File: src/sv/flash_region_config_check_assert.svh
// Assertion macros for the flash region configuration checker.
// Included by the top level; no other dependencies.
`ifndef FLASH_REGION_CONFIG_CHECK_ASSERT_SVH
`define FLASH_REGION_CONFIG_CHECK_ASSERT_SVH

`ifndef SYNTHESIS
// Checked on every rising clock edge outside reset
`define FRCC_ASSERT(label, prop) \
   label: assert property (@(posedge clock) disable iff (reset) prop) \
      else $error("frcc assertion failed");
// Checked on every rising clock edge, reset included
`define FRCC_ASSERT_ALWAYS(label, prop) \
   label: assert property (@(posedge clock) prop) \
      else $error("frcc assertion failed");
`else
`define FRCC_ASSERT(label, prop)
`define FRCC_ASSERT_ALWAYS(label, prop)
`endif

`endif

File: src/sv/frcc_pkg.sv
// Shared constants for the flash region configuration checker.
// Status codes, item kinds, widths and parameter defaults; no dependencies.
`timescale 1ns / 1ps

package frcc_pkg;

   // Parameter defaults
   localparam int BANK_PAGES_DEF       = 256;
   localparam int BOOT_AREA_PAGES_DEF  = 32;
   localparam int REGIONS_PER_BANK_DEF = 3;
   localparam int MAX_REGIONS_DEF      = 6;
   localparam int HEADER_BYTES_DEF     = 8;
   localparam int ENTRY_BYTES_DEF      = 12;

   // Number of flash banks
   localparam int NUM_BANKS = 2;
   // Bits per byte of the stream buses
   localparam int BYTE_BITS = 8;

   localparam int STATUS_W = 3;
   localparam int COUNT_W  = 3;
   localparam int FIELD_W  = 16;

   // Item kinds carried in tuser
   localparam logic OP_HEADER = 1'b0;
   localparam logic OP_REGION = 1'b1;

   // Result status codes
   localparam logic [STATUS_W-1:0] ST_OK           = 3'd0;
   localparam logic [STATUS_W-1:0] ST_BAD_LENGTH   = 3'd1;
   localparam logic [STATUS_W-1:0] ST_TOO_MANY     = 3'd2;
   localparam logic [STATUS_W-1:0] ST_BOOT_OVERLAP = 3'd3;
   localparam logic [STATUS_W-1:0] ST_SLOT_FULL    = 3'd4;
   localparam logic [STATUS_W-1:0] ST_BOUNDS       = 3'd5;
   localparam logic [STATUS_W-1:0] ST_UNEXPECTED   = 3'd6;

endpackage

File: src/sv/flash_region_config_check.sv
// Flash region configuration record checker, top level.
// Uses frcc_pkg and the assertion macros in flash_region_config_check_assert.svh.
`timescale 1ns / 1ps

//  channel | direction | tdata (low bit up)                          | tuser    | tlast
//  req     | in        | record_length, region_start, region_pages   | opcode   | -
//  rsp     | out       | status, zero fill to 8 bits                 | -        | done_res
//
//  One result beat per request beat, one beat per cycle sustained while rsp_tready stays high;
//  each request beat passes through the input register, then the result register.
//  The header quotient multiply sits in front of the input register; the range checks
//  and the state update sit between the input register and the result register.
//  Synchronous active-high reset clears both valid flags and the record state.
//  A stalled result holds in the output register while one more request waits in
//  the input register; req_tready drops only when both are full and rsp_tready is low.

module flash_region_config_check #(
   parameter int BANK_PAGES       = frcc_pkg::BANK_PAGES_DEF,
   parameter int BOOT_AREA_PAGES  = frcc_pkg::BOOT_AREA_PAGES_DEF,
   parameter int REGIONS_PER_BANK = frcc_pkg::REGIONS_PER_BANK_DEF,
   parameter int MAX_REGIONS      = frcc_pkg::MAX_REGIONS_DEF,
   parameter int HEADER_BYTES     = frcc_pkg::HEADER_BYTES_DEF,
   parameter int ENTRY_BYTES      = frcc_pkg::ENTRY_BYTES_DEF
) (
   input  logic        clock,
   input  logic        reset,
   input  logic        req_tvalid,
   output logic        req_tready,
   input  logic [47:0] req_tdata,   // record_length[15:0], region_start[31:16],
                                    // region_pages[47:32]
   input  logic [0:0]  req_tuser,   // opcode[0]
   output logic        rsp_tvalid,
   input  logic        rsp_tready,
   output logic [7:0]  rsp_tdata,   // status[2:0], zero [7:3]
   output logic        rsp_tlast    // done_res
);

   localparam int SW = frcc_pkg::STATUS_W;
   localparam int CW = frcc_pkg::COUNT_W;
   localparam int FW = frcc_pkg::FIELD_W;
   localparam int AW = FW + 1;   // page address plus carry

   // Reciprocal of the entry size, exact for every 16-bit dividend
   localparam int RECIP_SHIFT = 23;
   localparam int PROD_W      = FW + RECIP_SHIFT;
   localparam logic [RECIP_SHIFT-1:0] RECIP =
      RECIP_SHIFT'(((1 << RECIP_SHIFT) + ENTRY_BYTES - 1) / ENTRY_BYTES);
   localparam int CHECK_W = FW + 7;

   // Page bounds
   localparam logic [AW-1:0] BOOT_A_END = AW'(BOOT_AREA_PAGES);
   localparam logic [AW-1:0] BANK_B_LO  = AW'(BANK_PAGES);
   localparam logic [AW-1:0] BOOT_B_END = AW'(BANK_PAGES + BOOT_AREA_PAGES);
   localparam logic [AW-1:0] FLASH_END  = AW'(frcc_pkg::NUM_BANKS * BANK_PAGES);

   // Input register
   logic          s1_valid_ff, s1_valid_in;
   logic          s1_op_ff;
   logic [FW-1:0] s1_len_ff;
   logic [FW-1:0] s1_start_ff;
   logic [FW-1:0] s1_pages_ff;
   logic [FW-1:0] s1_quot_ff;

   // Result register
   logic          rsp_valid_ff, rsp_valid_in;
   logic [SW-1:0] rsp_status_ff, rsp_status_in;
   logic          rsp_done_ff, rsp_done_in;

   // Record state
   logic [CW-1:0] regions_left_ff, regions_left_in;
   logic [CW-1:0] bank_a_ff, bank_a_in;
   logic [CW-1:0] bank_b_ff, bank_b_in;
   logic [SW-1:0] sticky_ff, sticky_in;

   logic              accept;
   logic              advance;
   logic [FW-1:0]     req_rest;
   logic [PROD_W-1:0] req_prod;

   // Move the input register into the result register when it is free or drains
   assign advance    = s1_valid_ff & (~rsp_valid_ff | rsp_tready);
   assign req_tready = ~s1_valid_ff | advance;
   assign accept     = req_tvalid & req_tready;

   assign s1_valid_in  = accept | (s1_valid_ff & ~advance);
   assign rsp_valid_in = advance | (rsp_valid_ff & ~rsp_tready);

   // Quotient of the body length by the entry size, taken on the incoming beat
   assign req_rest = req_tdata[15:0] - FW'(HEADER_BYTES);
   assign req_prod = PROD_W'(req_rest) * PROD_W'(RECIP);

   // Header and region checks
   logic [FW-1:0]      rest;
   logic [CHECK_W-1:0] back_prod;
   logic [AW-1:0]      lo, hi;
   logic               boot_hit, in_bank_a, in_bank_b;

   assign rest      = s1_len_ff - FW'(HEADER_BYTES);
   assign back_prod = CHECK_W'(s1_quot_ff) * CHECK_W'(ENTRY_BYTES);
   assign lo        = AW'(s1_start_ff);
   assign hi        = AW'(s1_start_ff) + AW'(s1_pages_ff);

   assign boot_hit  = ((lo < BOOT_A_END) && (hi != '0)) ||
                      ((lo < BOOT_B_END) && (hi > BANK_B_LO));
   assign in_bank_a = (lo < BANK_B_LO) && (hi != '0) && (hi <= BANK_B_LO);
   assign in_bank_b = (lo >= BANK_B_LO) && (lo < FLASH_END) &&
                      (hi > BANK_B_LO) && (hi <= FLASH_END);

   always_comb begin
      logic [SW-1:0] code;
      regions_left_in = regions_left_ff;
      bank_a_in       = bank_a_ff;
      bank_b_in       = bank_b_ff;
      sticky_in       = sticky_ff;
      rsp_status_in   = frcc_pkg::ST_OK;
      rsp_done_in     = 1'b1;
      code            = frcc_pkg::ST_OK;
      if (s1_op_ff == frcc_pkg::OP_HEADER) begin
         // Start a new record, dropping any unfinished one
         regions_left_in = '0;
         bank_a_in       = '0;
         bank_b_in       = '0;
         sticky_in       = frcc_pkg::ST_OK;
         if (s1_len_ff < FW'(HEADER_BYTES) || back_prod != CHECK_W'(rest)) begin
            sticky_in     = frcc_pkg::ST_BAD_LENGTH;
            rsp_status_in = frcc_pkg::ST_BAD_LENGTH;
         end else if (s1_quot_ff > FW'(MAX_REGIONS)) begin
            sticky_in     = frcc_pkg::ST_TOO_MANY;
            rsp_status_in = frcc_pkg::ST_TOO_MANY;
         end else begin
            regions_left_in = s1_quot_ff[CW-1:0];
            rsp_done_in     = (s1_quot_ff[CW-1:0] == '0);
         end
      end else if (regions_left_ff == '0) begin
         // Region outside a record: report the first error of the record
         if (sticky_ff == frcc_pkg::ST_OK) begin
            sticky_in = frcc_pkg::ST_UNEXPECTED;
         end
         rsp_status_in = (sticky_ff == frcc_pkg::ST_OK) ? frcc_pkg::ST_UNEXPECTED
                                                          : sticky_ff;
      end else begin
         if (boot_hit) begin
            code = frcc_pkg::ST_BOOT_OVERLAP;
         end else if (in_bank_a) begin
            if (bank_a_ff >= CW'(REGIONS_PER_BANK)) begin
               code = frcc_pkg::ST_SLOT_FULL;
            end else begin
               bank_a_in = bank_a_ff + CW'(1);
            end
         end else if (in_bank_b) begin
            if (bank_b_ff >= CW'(REGIONS_PER_BANK)) begin
               code = frcc_pkg::ST_SLOT_FULL;
            end else begin
               bank_b_in = bank_b_ff + CW'(1);
            end
         end else begin
            code = frcc_pkg::ST_BOUNDS;
         end
         if (code != frcc_pkg::ST_OK) begin
            sticky_in       = code;
            regions_left_in = '0;
            rsp_status_in   = code;
         end else begin
            regions_left_in = regions_left_ff - CW'(1);
            rsp_done_in     = (regions_left_ff == CW'(1));
         end
      end
   end

   // Hold valid flags and record state
   always_ff @(posedge clock) begin
      if (reset) begin
         s1_valid_ff     <= 1'b0;
         rsp_valid_ff    <= 1'b0;
         regions_left_ff <= '0;
         bank_a_ff       <= '0;
         bank_b_ff       <= '0;
         sticky_ff       <= frcc_pkg::ST_OK;
      end else begin
         s1_valid_ff  <= s1_valid_in;
         rsp_valid_ff <= rsp_valid_in;
         if (advance) begin
            regions_left_ff <= regions_left_in;
            bank_a_ff       <= bank_a_in;
            bank_b_ff       <= bank_b_in;
            sticky_ff       <= sticky_in;
         end
      end
   end

   // Load the input beat and the result beat
   always_ff @(posedge clock) begin
      if (accept) begin
         s1_op_ff    <= req_tuser[0];
         s1_len_ff   <= req_tdata[15:0];
         s1_start_ff <= req_tdata[31:16];
         s1_pages_ff <= req_tdata[47:32];
         s1_quot_ff  <= req_prod[PROD_W-1:RECIP_SHIFT];
      end
      if (advance) begin
         rsp_status_ff <= rsp_status_in;
         rsp_done_ff   <= rsp_done_in;
      end
   end

   assign rsp_tvalid = rsp_valid_ff;
   assign rsp_tdata  = {(frcc_pkg::BYTE_BITS - SW)'(0), rsp_status_ff};
   assign rsp_tlast  = rsp_done_ff;

   // Checks on the record state and the result beat
   logic [CW+1:0] placed_sum;
   assign placed_sum = (CW+2)'(bank_a_ff) + (CW+2)'(bank_b_ff) + (CW+2)'(regions_left_ff);

`include "flash_region_config_check_assert.svh"

   `FRCC_ASSERT(a_error_ends_record, (sticky_ff != frcc_pkg::ST_OK) |-> (regions_left_ff == '0))
   `FRCC_ASSERT(a_region_budget, placed_sum <= (CW+2)'(MAX_REGIONS))
   `FRCC_ASSERT(a_error_is_last, (rsp_valid_ff && rsp_status_ff != frcc_pkg::ST_OK) |-> rsp_done_ff)
   `FRCC_ASSERT(a_stage_holds, (s1_valid_ff && !advance) |=> (s1_valid_ff && $stable(s1_len_ff)))
   `FRCC_ASSERT_ALWAYS(a_reset_clears, reset |=> (!rsp_valid_ff && !s1_valid_ff))

endmodule
File: config.mk
export PLATFORM = sky130hd
export DESIGN_NAME = flash_region_config_check
export DESIGN_NICKNAME = d
export VERILOG_FILES = /design/src/sv/frcc_pkg.sv /design/src/sv/flash_region_config_check.sv
export VERILOG_INCLUDE_DIRS = /design/src /design/src/sv
export SDC_FILE = /design/constraint.sdc
export NUM_CORES = 1
export LEC_CHECK = 0
export BUFFER_PORTS_ARGS = -buffer_cell sky130_fd_sc_hd__buf_2
export CAP_MARGIN = 10
export CORE_MARGIN = 2
export CORE_UTILIZATION = 40
export DETAILED_ROUTE_END_ITERATION = 12
export GPL_ROUTABILITY_DRIVEN = 0
export PLACE_DENSITY = 0.55
export SLEW_MARGIN = 10
export SYNTH_ARGS = -nofsm -noshare
export SYNTH_HDL_FRONTEND = slang
export SYNTH_SLANG_ARGS = --single-unit
export TNS_END_PERCENT = 5
File: constraint.sdc
create_clock -name clock -period 10.2 [get_ports clock]
set_clock_uncertainty 0.2 [all_clocks]
set_input_delay 0.51 -clock clock [delete_from_list [all_inputs] [get_ports clock]]
set_output_delay 0.51 -clock clock [all_outputs]
set_load 0.05 [all_outputs]
==> results.sh <==
export IMPL_status="completed"
export IMPL_finalMaxSlewViolations=0
export IMPL_proportion_of_power_drawn_by_flip_flops_and_latches=0.162
export IMPL_die_width_um=156
export IMPL_diodes=0
export IMPL_numPlacedInstances=1261
export IMPL_num_io_pins=64
export IMPL_power_static_leakage_nw=4.77
export IMPL_placement_io_buffers=58
export IMPL_clockPowerShare=0.117
export IMPL_layout_nets=1289
export IMPL_wirelength_um=19000
export IMPL_timing_critical_path_to_type="register"
export IMPL_cts_made_buffers=9
export IMPL_cts_max_level=3
export IMPL_drt_first_iter_violations=314
export IMPL_hold_viol=0
export IMPL_ys_ff_latch=80
export IMPL_maxCapViolations=0
export IMPL_synth_cells=924
export IMPL_ys_async_sr_fraction=0
export IMPL_clk_latency_ns=0.34
export IMPL_global_route_wire_length_before_repair_um=32100
export IMPL_finalNonFillerCells=1277
export IMPL_totalNegativeSetupSlack_ns=0
export IMPL_relSlewSlack=0.469
export IMPL_overflow=0
export IMPL_tritoncts="built"
export IMPL_cp_data_arrival_time_ns=7.89
export IMPL_synth_top_cell_area_share=0.234
export IMPL_overall_die_area_um2=24500
export IMPL_peakVddDrop_v=0.000259
export IMPL_synth_top_cells_by_area="ha_1 (23%), edfxtp_1 (21%), fa_1 (16%), inv_1 (6.4%), xnor2_1 (4.1%)"
export IMPL_tightest_slew_ns=0.796
export IMPL_syn_mean_instance_area_um2=10.1
export IMPL_drt_pass_1_iters=4
export IMPL_drc=0
export IMPL_post_route_cells_drive_above_1_share=0.0917
export IMPL_grt_usage=0.164
export IMPL_max_clock_path_buffers=2
export IMPL_layout_area_overhead_vs_synth_pct=10.2
export IMPL_place_hpwl_um=16000
export IMPL_crit_path_start_kind="input pin"
export IMPL_vert_die_dim_um=156
export IMPL_comb_power_share=0.720
export IMPL_power_density_nw_per_um2=298
export IMPL_worst_setup_path_startpoint="req_tdata[3]"
export IMPL_critical_path_required_ns=10.09
export IMPL_p_sw_mw=1.38
export IMPL_synth_distinct_cells=62
export IMPL_post_cts_resized_instances=0
export IMPL_cpMaxStageDelayCell="fa_1"
export IMPL_dominant_register_cell_in_the_synthesized_netlist="edfxtp_1"
export IMPL_floorplan_initialDensity=0.409
export IMPL_clk_root_buf="clkbuf_16"
export IMPL_power_report_internal_total_mw=1.68
export IMPL_antenna_found_initial=0
export IMPL_placeableCoreArea_um2=22700
export IMPL_rsz0062_at_grt="false"
export IMPL_synth_largest_area_cell="ha_1"
export IMPL_fill_cells=2178
export IMPL_synth_edff_count=66
export IMPL_finalPower_mw=3.06
export IMPL_holdCritPathClass="in2reg"
export IMPL_ant_nets=0
export IMPL_clkSlewWorstSetupHoldPaths_ns=0.07
export IMPL_cts_num_sinks=80
export IMPL_r2r_start="s1_start_ff[0]"
export IMPL_yosysSeqAreaShare=0.243
export IMPL_criticalPathCategory="in2reg"
export IMPL_std_cell_rows=55
export IMPL_fmax_ghz=0.125
export IMPL_grt_max_degree=63
export IMPL_timing_final_crit_period_ns=8.01
export IMPL_yosys_warnings=0
export IMPL_critical_path_max_stage_delay_ns=0.53
export IMPL_post_cts_setup_buffer_count=0
export IMPL_finalSetupViolCount=0
export IMPL_wire_per_inst_um=14.9
export IMPL_vias=6443
export IMPL_path_max_fanout=5
export IMPL_netSwitchingFraction=0.451
export IMPL_synthesis_area_um2=9300
export IMPL_vias_per_cell=5.05
export IMPL_vias_in_the_first_global_route=6671
export IMPL_cts_hold_buf=0
export IMPL_hp_start="req_tuser"
export IMPL_timing_final_crit_share=0.785
worst max-delay path: cells and delay by family:
family / cells / cell delay [ns]
buffers and inverters: 6 / 0.62
AOI/OAI and AO/OA: 8 / 1.74
xor gates and xnor gates: 4 / 0.60
adders and majority gates: 8 / 2.62
and+or+nand+nor: 7 / 1.82
registers in the layout, summed over array words and instances (netlist names):
| signal | cells |
|---|---|
| s1_len_ff | 16 |
| s1_pages_ff | 16 |
| s1_start_ff | 16 |
| s1_quot_ff | 13 |
| bank_a_ff | 3 |
| bank_b_ff | 3 |
| regions_left_ff | 3 |
| rsp_status_ff | 3 |
| sticky_ff | 3 |
| rsp_tlast | 1 |
| rsp_tvalid | 1 |
| s1_op_ff | 1 |
| s1_valid_ff | 1 |
layout make-up:
class,instances,area (um^2),share of cell area
repair buffers,59,298,0.0291
multi-input cells,678,6400,0.624
well taps,285,357,0.0348
inverters,159,597,0.0582
flip-flops and latches,80,2260,0.221
clock inverters,5,63.8,0.00623
clock buffers,11,275,0.0269
power by group through the flow:
stage / logic [mW] / registers, mW / clock network, mW
2_1_floorplan: 1.76 / 0.491 / 0
3_3_place_gp: 2.20 / 0.503 / 0
3_5_place_dp: 2.21 / 0.502 / 0
4_1_cts: 2.23 / 0.496 / 0.368
5_1_grt: 2.59 / 0.503 / 0.381
6_report: 2.20 / 0.496 / 0.359
Yosys cell counts (all sizes together), types with 5 or more instances:
| library cell | count |
|---|---|
| inv | 159 |
| nand4 | 7 |
| nand2b | 12 |
| and2 | 5 |
| o21a | 10 |
| a21o | 5 |
| nor2b | 8 |
| nand3 | 15 |
| or3 | 12 |
| o21ai | 26 |
| mux2i | 7 |
| or2 | 5 |
| nand2 | 39 |
| a31oi | 5 |
| edfxtp | 66 |
| clkbuf | 6 |
| a211oi | 8 |
| xnor2 | 43 |
| xor2 | 27 |
| a21oi | 37 |
| fa | 75 |
| ha | 174 |
| nor4 | 8 |
| dfxtp | 14 |
| o211ai | 7 |
| buf | 5 |
| nor2 | 56 |
| nor3 | 21 |
per-layer routing:
layer  share of wire  track usage
met3           0.019       0.0172
met4           0.014       0.0398
met2            0.49        0.295
met1            0.47        0.212
met5               0            0
worst paths after layout:
kind,to,cells after the start,slack [ns]
min,s1_op_ff,1,0.14
max reg2reg,rsp_status_ff[0],13,6.27
max,s1_quot_ff[12],33,2.19
min reg2reg,bank_a_ff[2],2,0.30
placed cells by master (no fill, tap or decap), types with 14 or more instances in the layout:
cell type  count
ha_1         174
nor3_1        21
inv_1        159
edfxtp_1      66
nor2_1        56
nand2_1       39
a21oi_1       37
nand3_1       15
dfxtp_1       14
fa_1          75
xor2_1        26
buf_2         58
o21ai_0       24
xnor2_1       43
cell families after synthesis:
| logic type | share of synthesized area |
|---|---|
| compound gates | 0.101 |
| xor+xnor | 0.0667 |
| fa+ha+maj | 0.396 |
| buf+inv | 0.0706 |
| flops | 0.243 |
| mux | 0.0112 |
| other cells | 0.000403 |
| simple gates | 0.111 |
per-stage QoR:
| step | utilization | hold slack [ns] | setup WS (ns) | cell area, um^2 |
|---|---|---|---|---|
| 6_report | 0.451 | 0.140 | 2.19 | 10200 |
| 5_1_grt | 0.451 | 0.125 | 1.70 | 10200 |
| 4_1_cts | 0.451 | 0.130 | 2.19 | 10200 |
| 3_5_place_dp | 0.436 | 0.284 | 1.83 | 9910 |
| 3_3_place_gp | 0.436 | 0.277 | 1.90 | 9910 |
| 2_1_floorplan | - | 0.253 | 2.58 | 9310 |
(Power assumes the default switching activity.)
